**src/design/swss_pkg.sv**
```systemverilog
// Shared types and codes for the sliding-window sender with selective ack.
// Used by the controller, the datapath and the top level; depends on nothing.
package swss_pkg;

    // Event codes carried on the op field.
    localparam logic [1:0] OP_START   = 2'd0;
    localparam logic [1:0] OP_ACK     = 2'd1;
    localparam logic [1:0] OP_TIMEOUT = 2'd2;

    // Result kinds carried on the kind field.
    localparam logic [1:0] KIND_SEND   = 2'd0;
    localparam logic [1:0] KIND_DONE   = 2'd1;
    localparam logic [1:0] KIND_FAILED = 2'd2;

    // Configuration register indexes.
    localparam logic [1:0] REG_WINDOW    = 2'd0;
    localparam logic [1:0] REG_TOTAL     = 2'd1;
    localparam logic [1:0] REG_MAX_TO    = 2'd2;
    localparam logic [1:0] REG_DUP_THR   = 2'd3;

    // Follow-up work decided while an event is applied to the state.
    typedef enum logic [1:0] {
        ACT_NONE,
        ACT_BURST,
        ACT_CHECK,
        ACT_FAIL
    } act_t;

    // Commands from the controller to the datapath.
    typedef struct packed {
        logic       capture;
        logic       eval;
        logic       check;
        logic       setup1;
        logic       setup2;
        logic       setup3;
        logic       step;
        logic       single_load;
        logic [1:0] single_kind;
    } cmd_t;

    // Status from the datapath to the controller.
    typedef struct packed {
        act_t act;
        logic done_hit;
        logic run;
        logic out_free;
        logic step_ok;
        logic at_end;
    } sts_t;

endpackage

```
**src/design/sliding_window_sack_sender_core.sv**
```systemverilog
// Top level of the sliding-window sender with cumulative and selective ack.
// Instantiates swss_ctrl and swss_dp; depends on swss_pkg.
//
//  channel   direction  handshake              payload
//  in        request    in_valid / in_ready    op, ack_seq, sack_bits
//  out       result     out_valid / out_ready  kind, seq, last
//  cfg       write      cfg_wr_en              cfg_addr, cfg_wdata
//
// An ignored or duplicate-below-threshold event returns to idle straight from
// evaluation; a done (after the check) or failed result is loaded in the
// single-result state once the output is free. A burst goes from evaluation,
// via the check for a start or new ack, to SETUP1, SETUP2 and SETUP3, then
// walks one window slot per cycle (at most MAX_WINDOW), skipped ones included,
// unless a low out_ready holds it on a send slot; the walk sets the rate.
// Reset clears the window state and loads the configuration defaults at once;
// there is no clearing pass. A new request is taken once the previous one was
// ignored, ended its setup or slot walk, or loaded its single result.
module sliding_window_sack_sender_core #(
    parameter int MAX_WINDOW = 32
) (
    input  logic        clk,
    input  logic        rst_n,
    input  logic        cfg_wr_en,
    input  logic [1:0]  cfg_addr,
    input  logic [31:0] cfg_wdata,
    input  logic        in_valid,
    output logic        in_ready,
    input  logic [1:0]  op,
    input  logic [31:0] ack_seq,
    input  logic [31:0] sack_bits,
    output logic        out_valid,
    input  logic        out_ready,
    output logic [1:0]  kind,
    output logic [31:0] seq,
    output logic        last
);

    swss_pkg::cmd_t cmd;
    swss_pkg::sts_t sts;

    // Sequencer.
    swss_ctrl u_ctrl (
        .clk      (clk),
        .rst_n    (rst_n),
        .in_valid (in_valid),
        .in_ready (in_ready),
        .sts      (sts),
        .cmd      (cmd)
    );

    // Window state, burst setup and result register.
    swss_dp #(
        .MAX_WINDOW (MAX_WINDOW)
    ) u_dp (
        .clk       (clk),
        .rst_n     (rst_n),
        .cfg_wr_en (cfg_wr_en),
        .cfg_addr  (cfg_addr),
        .cfg_wdata (cfg_wdata),
        .op        (op),
        .ack_seq   (ack_seq),
        .sack_bits (sack_bits),
        .cmd       (cmd),
        .sts       (sts),
        .out_valid (out_valid),
        .out_ready (out_ready),
        .kind      (kind),
        .seq       (seq),
        .last      (last)
    );

endmodule

```
**src/design/swss_ctrl.sv**
```systemverilog
// Sequencing state machine for the sliding-window sender.
// Depends on swss_pkg for the command and status structs.
module swss_ctrl (
    input  logic             clk,
    input  logic             rst_n,
    input  logic             in_valid,
    output logic             in_ready,
    input  swss_pkg::sts_t   sts,
    output swss_pkg::cmd_t   cmd
);

    typedef enum logic [2:0] {
        ST_IDLE,
        ST_EVAL,
        ST_CHECK,
        ST_SETUP1,
        ST_SETUP2,
        ST_SETUP3,
        ST_RUN,
        ST_SINGLE
    } state_t;

    state_t     state_reg;
    state_t     state_next;
    logic [1:0] kind_reg;
    logic [1:0] kind_next;

    // Next state and the kind of a pending done or failed result.
    always_comb
    begin
        state_next = state_reg;
        kind_next  = kind_reg;
        unique case (state_reg)
            ST_IDLE:
            begin
                if (in_valid)
                begin
                    state_next = ST_EVAL;
                end
            end
            ST_EVAL:
            begin
                unique case (sts.act)
                    swss_pkg::ACT_NONE:  state_next = ST_IDLE;
                    swss_pkg::ACT_BURST: state_next = ST_SETUP1;
                    swss_pkg::ACT_CHECK: state_next = ST_CHECK;
                    swss_pkg::ACT_FAIL:
                    begin
                        state_next = ST_SINGLE;
                        kind_next  = swss_pkg::KIND_FAILED;
                    end
                endcase
            end
            ST_CHECK:
            begin
                if (sts.done_hit)
                begin
                    state_next = ST_SINGLE;
                    kind_next  = swss_pkg::KIND_DONE;
                end
                else
                begin
                    state_next = ST_SETUP1;
                end
            end
            ST_SETUP1: state_next = ST_SETUP2;
            ST_SETUP2: state_next = ST_SETUP3;
            ST_SETUP3: state_next = sts.run ? ST_RUN : ST_IDLE;
            ST_RUN:
            begin
                if (sts.step_ok && sts.at_end)
                begin
                    state_next = ST_IDLE;
                end
            end
            ST_SINGLE:
            begin
                if (sts.out_free)
                begin
                    state_next = ST_IDLE;
                end
            end
            default: state_next = ST_IDLE;
        endcase
    end

    // State and registered kind.
    always_ff @(posedge clk or negedge rst_n)
    begin
        if (!rst_n)
        begin
            state_reg <= ST_IDLE;
            kind_reg  <= swss_pkg::KIND_DONE;
        end
        else
        begin
            state_reg <= state_next;
            kind_reg  <= kind_next;
        end
    end

    // Command decode from the current state.
    always_comb
    begin
        cmd             = '0;
        cmd.capture     = (state_reg == ST_IDLE) && in_valid;
        cmd.eval        = (state_reg == ST_EVAL);
        cmd.check       = (state_reg == ST_CHECK);
        cmd.setup1      = (state_reg == ST_SETUP1);
        cmd.setup2      = (state_reg == ST_SETUP2);
        cmd.setup3      = (state_reg == ST_SETUP3);
        cmd.step        = (state_reg == ST_RUN);
        cmd.single_load = (state_reg == ST_SINGLE) && sts.out_free;
        cmd.single_kind = kind_reg;
    end

    assign in_ready = (state_reg == ST_IDLE);

endmodule

```
**src/design/swss_dp.sv**
```systemverilog
// Datapath of the sliding-window sender: configuration, window state,
// burst setup, slot walk and the output register. Depends on swss_pkg.
module swss_dp #(
    parameter int MAX_WINDOW = 32
) (
    input  logic             clk,
    input  logic             rst_n,
    input  logic             cfg_wr_en,
    input  logic [1:0]       cfg_addr,
    input  logic [31:0]      cfg_wdata,
    input  logic [1:0]       op,
    input  logic [31:0]      ack_seq,
    input  logic [31:0]      sack_bits,
    input  swss_pkg::cmd_t   cmd,
    output swss_pkg::sts_t   sts,
    output logic             out_valid,
    input  logic             out_ready,
    output logic [1:0]       kind,
    output logic [31:0]      seq,
    output logic             last
);

    localparam int OFF_W = $clog2(MAX_WINDOW + 1);
    localparam int IDX_W = (MAX_WINDOW > 1) ? $clog2(MAX_WINDOW) : 1;

    // Configuration registers.
    logic [5:0]  win_reg;
    logic [31:0] total_reg;
    logic [7:0]  max_to_reg;
    logic [7:0]  dup_thr_reg;

    // Captured request.
    logic [1:0]  ev_op_reg;
    logic [31:0] ev_ack_reg;
    logic [31:0] ev_sack_reg;

    // Window state.
    logic [31:0] nts_reg, nts_next;
    logic [31:0] cum_reg, cum_next;
    logic [31:0] sack_reg, sack_next;
    logic [7:0]  dup_reg, dup_next;
    logic [7:0]  to_reg, to_next;
    logic        fin_reg, fin_next;

    // Burst setup and walk.
    logic [31:0]           lim_reg, lim_next;
    logic [31:0]           s0_reg, s0_next;
    logic                  run_reg, run_next;
    logic [OFF_W-1:0]      start_reg, start_next;
    logic [OFF_W-1:0]      end_reg, end_next;
    logic [MAX_WINDOW-1:0] mask_reg, mask_next;
    logic [IDX_W-1:0]      d_reg, d_next;

    // Output register.
    logic        ov_reg, ov_next;
    logic [1:0]  kind_reg, kind_next;
    logic [31:0] seq_reg, seq_next;
    logic        last_reg, last_next;

    // Helpers.
    logic                  out_free;
    logic                  cur_emit;
    logic                  at_end;
    logic                  step_ok;
    logic                  load_send;
    logic [MAX_WINDOW-1:0] mask_rest;
    logic [7:0]            dup_inc;
    logic [7:0]            to_inc;
    logic [OFF_W-1:0]      w_eff;
    logic [32:0]           win_sum;
    logic [31:0]           sack_sh;
    swss_pkg::act_t        act;

    assign out_free  = !ov_reg || out_ready;
    assign cur_emit  = mask_reg[d_reg];
    assign at_end    = (OFF_W'(d_reg) + OFF_W'(1)) == end_reg;
    assign step_ok   = !cur_emit || out_free;
    assign load_send = cmd.step && cur_emit && out_free;
    assign dup_inc   = (dup_reg == 8'hFF) ? dup_reg : dup_reg + 8'd1;
    assign to_inc    = (to_reg == 8'hFF) ? to_reg : to_reg + 8'd1;
    assign sack_sh   = {sack_reg[30:0], 1'b0};

    // Remaining send slots once the current one is taken.
    always_comb
    begin
        mask_rest        = mask_reg;
        mask_rest[d_reg] = 1'b0;
    end

    // Window clamped to the range the walk supports.
    always_comb
    begin
        if (win_reg == 6'd0)
        begin
            w_eff = OFF_W'(1);
        end
        else if ({1'b0, win_reg} > 7'(MAX_WINDOW))
        begin
            w_eff = OFF_W'(MAX_WINDOW);
        end
        else
        begin
            w_eff = OFF_W'(win_reg);
        end
    end
    assign win_sum = {1'b0, cum_reg} + 33'(w_eff);

    // Follow-up work for the captured event under the current state.
    always_comb
    begin
        act = swss_pkg::ACT_NONE;
        unique case (ev_op_reg)
            swss_pkg::OP_START: act = swss_pkg::ACT_CHECK;
            swss_pkg::OP_ACK:
            begin
                if (!fin_reg)
                begin
                    if (ev_ack_reg != cum_reg)
                    begin
                        act = swss_pkg::ACT_CHECK;
                    end
                    else if (dup_inc >= dup_thr_reg)
                    begin
                        act = swss_pkg::ACT_BURST;
                    end
                end
            end
            swss_pkg::OP_TIMEOUT:
            begin
                if (!fin_reg)
                begin
                    act = (to_inc >= max_to_reg) ? swss_pkg::ACT_FAIL
                                                 : swss_pkg::ACT_BURST;
                end
            end
            default: act = swss_pkg::ACT_NONE;
        endcase
    end

    // Window state update.
    always_comb
    begin
        nts_next  = nts_reg;
        cum_next  = cum_reg;
        sack_next = sack_reg;
        dup_next  = dup_reg;
        to_next   = to_reg;
        fin_next  = fin_reg;
        if (cmd.eval)
        begin
            unique case (ev_op_reg)
                swss_pkg::OP_START:
                begin
                    nts_next  = '0;
                    cum_next  = '0;
                    sack_next = '0;
                    dup_next  = '0;
                    to_next   = '0;
                    fin_next  = 1'b0;
                end
                swss_pkg::OP_ACK:
                begin
                    if (!fin_reg)
                    begin
                        sack_next = ev_sack_reg;
                        if (ev_ack_reg != cum_reg)
                        begin
                            cum_next = ev_ack_reg;
                            dup_next = '0;
                            to_next  = '0;
                        end
                        else if (dup_inc >= dup_thr_reg)
                        begin
                            dup_next = '0;
                            nts_next = cum_reg;
                        end
                        else
                        begin
                            dup_next = dup_inc;
                        end
                    end
                end
                swss_pkg::OP_TIMEOUT:
                begin
                    if (!fin_reg)
                    begin
                        to_next = to_inc;
                        if (to_inc >= max_to_reg)
                        begin
                            fin_next = 1'b1;
                        end
                        else
                        begin
                            dup_next = '0;
                            nts_next = cum_reg;
                        end
                    end
                end
                default: fin_next = fin_reg;
            endcase
        end
        else if (cmd.check && (cum_reg >= total_reg))
        begin
            fin_next = 1'b1;
        end
        else if (cmd.setup2)
        begin
            nts_next = (s0_reg < lim_reg) ? lim_reg : s0_reg;
        end
    end

    // Burst setup: limit and start point, then offsets, then the slot mask; also the slot walk.
    always_comb
    begin
        lim_next   = lim_reg;
        s0_next    = s0_reg;
        run_next   = run_reg;
        start_next = start_reg;
        end_next   = end_reg;
        mask_next  = mask_reg;
        d_next     = d_reg;
        if (cmd.setup1)
        begin
            lim_next = (win_sum > {1'b0, total_reg}) ? total_reg : win_sum[31:0];
            s0_next  = (nts_reg > cum_reg) ? nts_reg : cum_reg;
        end
        else if (cmd.setup2)
        begin
            run_next   = s0_reg < lim_reg;
            start_next = s0_reg[OFF_W-1:0] - cum_reg[OFF_W-1:0];
            end_next   = lim_reg[OFF_W-1:0] - cum_reg[OFF_W-1:0];
        end
        else if (cmd.setup3)
        begin
            for (int k = 0; k < MAX_WINDOW; k++)
            begin
                mask_next[k] = (OFF_W'(k) >= start_reg) && (OFF_W'(k) < end_reg)
                               && !sack_sh[k];
            end
            d_next = start_reg[IDX_W-1:0];
        end
        else if (cmd.step && step_ok)
        begin
            mask_next = mask_rest;
            if (!at_end)
            begin
                d_next = d_reg + IDX_W'(1);
            end
        end
    end

    // Output register: one send slot or a single done or failed result.
    always_comb
    begin
        ov_next   = ov_reg && !out_ready;
        kind_next = kind_reg;
        seq_next  = seq_reg;
        last_next = last_reg;
        if (load_send)
        begin
            ov_next   = 1'b1;
            kind_next = swss_pkg::KIND_SEND;
            seq_next  = cum_reg + 32'(d_reg);
            last_next = (mask_rest == '0);
        end
        else if (cmd.single_load)
        begin
            ov_next   = 1'b1;
            kind_next = cmd.single_kind;
            seq_next  = '0;
            last_next = 1'b1;
        end
    end

    // Control and state registers.
    always_ff @(posedge clk or negedge rst_n)
    begin
        if (!rst_n)
        begin
            win_reg     <= 6'd4;
            total_reg   <= 32'd1;
            max_to_reg  <= 8'd3;
            dup_thr_reg <= 8'd3;
            nts_reg     <= '0;
            cum_reg     <= '0;
            sack_reg    <= '0;
            dup_reg     <= '0;
            to_reg      <= '0;
            fin_reg     <= 1'b0;
            run_reg     <= 1'b0;
            ov_reg      <= 1'b0;
        end
        else
        begin
            if (cfg_wr_en)
            begin
                unique case (cfg_addr)
                    swss_pkg::REG_WINDOW:  win_reg     <= cfg_wdata[5:0];
                    swss_pkg::REG_TOTAL:   total_reg   <= cfg_wdata;
                    swss_pkg::REG_MAX_TO:  max_to_reg  <= cfg_wdata[7:0];
                    swss_pkg::REG_DUP_THR: dup_thr_reg <= cfg_wdata[7:0];
                endcase
            end
            nts_reg  <= nts_next;
            cum_reg  <= cum_next;
            sack_reg <= sack_next;
            dup_reg  <= dup_next;
            to_reg   <= to_next;
            fin_reg  <= fin_next;
            run_reg  <= run_next;
            ov_reg   <= ov_next;
        end
    end

    // Payload registers.
    always_ff @(posedge clk)
    begin
        if (cmd.capture)
        begin
            ev_op_reg   <= op;
            ev_ack_reg  <= ack_seq;
            ev_sack_reg <= sack_bits;
        end
        lim_reg   <= lim_next;
        s0_reg    <= s0_next;
        start_reg <= start_next;
        end_reg   <= end_next;
        mask_reg  <= mask_next;
        d_reg     <= d_next;
        kind_reg  <= kind_next;
        seq_reg   <= seq_next;
        last_reg  <= last_next;
    end

    always_comb
    begin
        sts          = '0;
        sts.act      = act;
        sts.done_hit = cum_reg >= total_reg;
        sts.run      = run_reg;
        sts.out_free = out_free;
        sts.step_ok  = step_ok;
        sts.at_end   = at_end;
    end

    assign out_valid = ov_reg;
    assign kind      = kind_reg;
    assign seq       = seq_reg;
    assign last      = last_reg;

    // A waiting result is never overwritten by a new one.
    a_no_overwrite: assert property (@(posedge clk) disable iff (!rst_n)
        (load_send || cmd.single_load) |-> (!ov_reg || out_ready))
        else $error("result register reloaded while a result was waiting");

    // A done or failed result leaves the transfer finished.
    a_end_finished: assert property (@(posedge clk) disable iff (!rst_n)
        cmd.single_load |=> fin_reg)
        else $error("end result issued without the finished flag");

    // Every send command lies inside the window above the cumulative ack.
    a_in_window: assert property (@(posedge clk) disable iff (!rst_n)
        load_send |-> ((32'(d_reg) < 32'(MAX_WINDOW)) && (OFF_W'(d_reg) < end_reg)))
        else $error("send command outside the window");

    // The slot walk only runs on a burst that has slots to visit.
    a_walk_run: assert property (@(posedge clk) disable iff (!rst_n)
        cmd.step |-> run_reg)
        else $error("slot walk started on an empty burst");

endmodule
```
**config.mk**
```make
export PLATFORM = sky130hd
export DESIGN_NAME = sliding_window_sack_sender_core
export DESIGN_NICKNAME = d
export VERILOG_FILES = /design/src/design/swss_pkg.sv /design/src/design/sliding_window_sack_sender_core.sv /design/src/design/swss_ctrl.sv /design/src/design/swss_dp.sv
export SDC_FILE = /design/constraint.sdc
export NUM_CORES = 1
export LEC_CHECK = 0
export BUFFER_PORTS_ARGS = -buffer_cell sky130_fd_sc_hd__buf_4
export CAP_MARGIN = 20
export CORE_ASPECT_RATIO = 0.75
export CORE_UTILIZATION = 46
export DETAILED_ROUTE_END_ITERATION = 16
export GPL_TIMING_DRIVEN = 0
export SLEW_MARGIN = 15
export SYNTH_ARGS = -nofsm -noshare
export SYNTH_HDL_FRONTEND = slang
export SYNTH_HIERARCHICAL = 1
export SYNTH_SLANG_ARGS = --single-unit
export TNS_END_PERCENT = 10
```
**constraint.sdc**
```tcl
create_clock -name clk -period 6.1 [get_ports clk]
set_clock_uncertainty 0.2 [all_clocks]
set_input_delay 0.305 -clock clk [delete_from_list [all_inputs] [get_ports clk]]
set_output_delay 0.305 -clock clk [all_outputs]
set_load 0.01 [all_outputs]
```
* After elaboration in Yosys (flattened, before gate mapping)
Cells that the tools add are included.
** Storage, ports and cells
- Flip-flop bits (word level) :: 386
- Output and inout port bits :: 37
** Operators by class
- $add $sub $neg :: 8
- $lt $le $gt $ge :: 73
- Eq/ne operators :: 37
- Multiplexer cells :: 67
- Bitwise logic cells :: 4
- Reductions and logical operators :: 136
** Operator list (number)
- $mux W32 :: 17
- $ge A5 B6 Y1 const A :: 16
- $lt A5 B6 Y1 const A :: 16
- $pmux W32 S3 :: 1
- $mux W8 :: 10
- $logic_and A1 B1 Y1 :: 72
- $pmux W32 S2 :: 1
- $pmux W31 S2 :: 1
- $ge A4 B6 Y1 const A :: 8
- $lt A4 B6 Y1 const A :: 8
- $pmux W8 S3 :: 2
- $logic_not A1 Y1 :: 34
- $add A32 B6 Y33 :: 1
- $gt A33 B32 Y1 :: 1
- $add A32 B5 Y32 :: 1
- $and A32 B32 Y32 :: 1
- $ge A32 B32 Y1 :: 1
- $gt A32 B32 Y1 :: 1
- $logic_not A32 Y1 :: 1
- $lt A32 B32 Y1 :: 1
- $ne A32 B32 Y1 :: 1
- $not A32 Y32 :: 1
- $mux W31 :: 1
- $ge A3 B6 Y1 const A :: 4
- 50 further kinds :: 124

* Logic depth before layout (Yosys ltp)
- Depth after elaboration :: 10
- Gate-level depth with buffers :: 22

* Cells and area by module
The synthesis kept the hierarchy.
** Modules (own cells, without submodules)
- swss_dp :: times used 1, cells each 2039, area each 22312.6 um2, sequential area each 10587.7 um2
- swss_ctrl :: times used 1, cells each 49, area each 387.9 um2, sequential area each 126.4 um2

* Least setup slack after synthesis
OpenSTA, ideal clock, no wires.
- Path kind :: register to register
- Start :: reg u_dp.win_reg[2]
- End :: reg u_dp.lim_reg[10] (data pin)
- Setup time :: 262 ps
- Data arrival time :: 4238 ps
- Setup slack :: 1400 ps
- Stages on the path, launching flop included :: 23
- Buffers on the path :: 1
- Cell sequence :: dfstp_2 -> nor4_1 -> nor2_1 -> nor2_1 -> ha_1 -> fa_1 -> a21o_1 -> a21oi_1 -> o21a_1 -> nor3_4 -> nand4_2 -> nor2_1 -> xnor2_1 -> ha_1 -> a21o_1 -> a21o_1 -> a21oi_1 -> o21ai_0 -> a211oi_1 -> a31oi_1 -> a31oi_1 -> buf_2 -> mux2_1
** Between the ends
- Longest elaborated chain between the ends :: 6
** Ends and longest elaborated chain
- start: declaration :: RTL line swss_dp.sv:27 : logic [5:0] win_reg;
- start signal: assignment :: RTL line swss_dp.sv:298 : swss_pkg::REG_WINDOW: win_reg <= cfg_wdata[5:0];
- $gt A6 B6 Y1 :: RTL line swss_dp.sv:97 : else if ({1'b0, win_reg} > 7'(MAX_WINDOW))
- $mux W6 :: RTL line swss_dp.sv:97
- $mux W6 (*) :: RTL line swss_dp.sv:93 : if (win_reg == 6'd0)
- $add A32 B6 Y33 (*) :: RTL line swss_dp.sv:106 : assign win_sum = {1'b0, cum_reg} + 33'(w_eff);
- $gt A33 B32 Y1 :: RTL line swss_dp.sv:224 : lim_next = (win_sum > {1'b0, total_reg}) ? total_reg : win_sum[31:0];
- $mux W32 (*) :: RTL line swss_dp.sv:224
- end signal: assignment :: RTL line swss_dp.sv:324 : lim_reg <= lim_next;
- end: declaration :: RTL line swss_dp.sv:46 : logic [31:0] lim_reg, lim_next;
Mark *: on every way between the ends. The rest lies on a longest branch, timed or not.
A chain may end at the register's enable or synchronous reset.

* Worst setup path in the final report
- Start :: reg u_dp.win_reg[2]
- End :: reg u_dp.lim_reg[19] (data pin)
Same word-level chain as after synthesis.

==> impl_results.md <==
* Slew Viols, Final at 0
* Number of placed I/O pins at 142
* Maximum fanout count along the critical path at 10
* Gate count of the mapped netlist at 2088
* RSZ-0062 raised after global routing: false
* WP data arrival at 6.01 ns
* Largest area contributor in the synthesized netlist: edfxtp_1
* Transition at the pin with the smallest max-transition slack at 1.25 ns
* Total iterations of the first detailed-routing run at 6
* Syn nets at roughly 2400
* Path class of the lowest-slack min-delay path: input pin to asynchronous set/reset pin
* Required time reported for the critical path endpoint at 6.21 ns
* Yosys top cell area share at 27.9%
* Number of clock sinks seen by CTS at slightly below 400
* DR vias at 18000
* Number of placement rows at 70
* Portion of total power attributed to sequential cells at between 30% and 40%
* Maximum vdd drop at around 0.24 mV
* Wire length of the first global-routing pass at roughly 110 mm
* Post-synthesis average cell area at 10.9 µm²
* Minimum period implied by the final worst setup slack at 5.91 ns
* Post-detailed-route DRC marker count at 0
* Sequential-to-total area share from yosys stat at 47.2%
* Maximum operating frequency at between 150 and 200 MHz
* Synthesis Warnings at 6
* Latest clock arrival within the worst-skew pair at 0.58 ns
* Portion of the clock cycle consumed by the worst path in the final layout at approximately 97%
* Area of the die at 50300 µm²
* Horizontal die dimension at 259 µm
* Number of buffers between clock root and the deepest sink at 3
* Terminus of the critical flop-to-flop path: u_dp/lim_reg[19]
* Final sum of negative setup slack at 0 ns
* DP Worst Slack at -0.831 ns
* Final Hold Vio Count at 0
* Distinct cell type count after synthesis at 81
* DP Wirelength at 53.5 mm
* Share of total power in combinational logic at a little over two fifths
* Proportion of power drawn by the clock network at 21.7%
* Overall overflow remaining after global route at 0
* Maximum number of pins on one net before global-route repair at between 60 and 70
* Final count of negative-setup-slack endpoints at 0
* Origin of the critical flop-to-flop path: u_dp/win_reg[2]
* Post-DP Area at 24700 µm²
* GRT Resource Usage Total at ~29%
* Count of max-cap constraint violations at 0
* Post-synthesis instance area at 22700 µm²
* Max-slew headroom at 16.5%
* Area of the core at 48700 µm²
* Clock tree root buffer cell: clkbuf_16
* Startpoint type of the worst setup path: flop
* Number of buffers created by CTS at 41
* Number of nets at the end of the flow at roughly 2700
* Mean routed wirelength per cell at 23.4 µm
* Count of antenna-violating nets left after detailed routing at 0
* Weighted congestion at the end of routability-driven global placement at 0.972
* Relative area change from synthesis to final layout at 19.6%
* Vias in the first global route at between 15000 and 20000
* Static power due to leakage at about 11 nW
* Dominant cells by area after synthesis: edfxtp_1 28%, dfrtp_1 18%, ha_1 9.6%, mux2_2 4.7%, o21ai_0 3.3%
* Internal Dissipation at 7.21 mW
* Initial cell density of the core at 46.6%
* Cell area after layout at 27100 µm²
* H-tree level count at 2
* Total Routed Length at 71.8 mm
* Run status: completed
* Pwr Density at 436 nW/µm²
* Number of enable-type register cells in the synthesized netlist at 211
* Vertical die dimension at 194 µm
* P_sw at 4.63 mW
* Share of final-layout standard cells stronger than drive strength 1 at between 10% and 20%
* DR iter-0 viols at 1879
* Number of antenna repair diodes at 0
* Type of the worst setup path: flop to flop
* Number of buffer cells added on primary ports at 140
* Switching part of the total power at between 30 and 40%
* Async SR Flop Fraction at 44.8%
* Worst Setup Slack, final at 0.193 ns
* CTS clk-pin slew, worst paths at 0.06 ns
* Post-synthesis register bit count at 386
* Via-to-Cell Ratio at around 6
* Initial antenna violation count at 0
* Commonest cells after routing, fill and taps aside: 211 x edfxtp_1, 174 x ha_1, 165 x dfrtp_1
* Most used DFF post-synth: edfxtp_1
* Number of cells on the worst reg-to-reg path at 22
* Register-to-register setup slack at 0.19 ns
* Clock tree from TritonCTS: yes
* Kind of end point of the critical path: flop
* Most common cell after layout, fill and taps aside: edfxtp_1
* Total power of the final layout at about 12 mW
worst max path at each step:
stage	from	end	cells past startpoint
2_1_floorplan	u_dp/win_reg[2]	u_dp/lim_reg[10]	22
3_3_place_gp	u_dp/cum_reg[1]	u_dp/lim_reg[18]	18
3_5_place_dp	u_dp/cum_reg[1]	u_dp/lim_reg[19]	18
4_1_cts	u_dp/win_reg[1]	u_dp/lim_reg[18]	22
5_1_grt	u_dp/win_reg[2]	u_dp/lim_reg[21]	22
6_report	u_dp/win_reg[2]	u_dp/lim_reg[19]	22
power by group through the flow:
| stage | combinational [mW] | sequential, mW | clock [mW] |
|---|---|---|---|
| floorplan | 3.31 | 4.05 | 0 |
| detailed placement | 4.81 | 4.29 | 0 |
| global placement | 4.67 | 4.31 | 0 |
| global route | 5.43 | 4.34 | 2.72 |
| finish | 4.99 | 4.28 | 2.57 |
| CTS | 4.89 | 4.25 | 2.63 |
through the flow:
stage | util [%] | instances | hold slack, ns
after floorplan | - | 2088 | -0.191
final | 55.8 | 3061 | 0.0414
after global placement | 50.4 | 2876 | 0.248
after detailed placement | 50.8 | 2882 | 0.0737
after global routing | 55.8 | 3061 | 0.0664
after CTS | 55.7 | 3060 | 0.0450
critical path: stages (launching register included):
cell and delay [ns]:
dfstp_2 0.54, nor4_1 0.05, nor2_1 0.09, nor2_1 0.06, ha_1 0.22, a21o_1 0.18
a21oi_1 0.21, nor2b_1 0.10, o31a_1 0.27, o21ai_2 0.36, buf_2 0.41, nor3_1 0.15
xnor2_1 0.24, ha_1 0.24, a21o_1 0.18, a21o_1 0.17, a21oi_1 0.18, o21ai_0 0.23
a211oi_1 0.23, a31oi_1 0.18, a31oi_4 0.35, clkbuf_4 0.36, mux2_1 0.40
cells in the mapped netlist, types with 9 or more instances:
| cell | instances |
|---|---|
| and3_1 | 11 |
| buf_4 | 11 |
| a21o_1 | 37 |
| a22o_1 | 32 |
| or3_1 | 16 |
| xor2_1 | 41 |
| xnor2_1 | 62 |
| nand3_1 | 109 |
| nand4_1 | 41 |
| o21ai_1 | 11 |
| ha_1 | 174 |
| nand2_1 | 133 |
| buf_2 | 29 |
| a21oi_1 | 78 |
| inv_1 | 146 |
| edfxtp_1 | 211 |
| nor4_1 | 14 |
| mux2i_1 | 39 |
| dfrtp_1 | 166 |
| o21a_1 | 9 |
| mux2_2 | 94 |
| nor2_1 | 102 |
| mux2_1 | 40 |
| mux2_4 | 20 |
| nor2b_1 | 17 |
| clkbuf_1 | 68 |
| o22ai_1 | 12 |
| o21ai_0 | 148 |
| nand2b_1 | 19 |
| nor3_1 | 37 |
| mux4_2 | 10 |
layout make-up:
| type | instances | area (µm²) |
|---|---|---|
| fillers | 4281 | 21500 |
| multi-input cells | 1438 | 10900 |
| flip-flops and latches | 386 | 10700 |
| repair buffers | 249 | 2220 |
| clock buffers | 55 | 1160 |
| well taps | 648 | 811 |
| inverters | 148 | 556 |
| plain buffers | 116 | 547 |
| clock inverters | 21 | 196 |
timing repair:
item,4_1_cts,5_1_grt
hold endpoints to repair,226,0
buffers inserted,0,1
resized for setup,5,4
hold buffers,102,0
endpoints found under the setup margin,32,30
pin swaps,0,1
cells by family after synthesis:
logic type                 after synthesis  synth area share, %
AOI/OAI and AO/OA                      407                 11.3
muxes                                  203                 10.7
adders and majority gates              178                 9.94
buffers and inverters                  264                 4.84
DFF                                    386                 47.2
and+or+nand+nor                        547                 12.1
xor gates and xnor gates               103                 3.97
layer usage:
metal	global-route usage [%]	vias up	routed length, µm
met5	0	-	0
met4	8.70	0	1930
met3	5.41	121	6070
met2	39.8	722	29400
met1	44.4	8967	34300
li1	-	8214	-
Power figures use the tool's default switching activity.
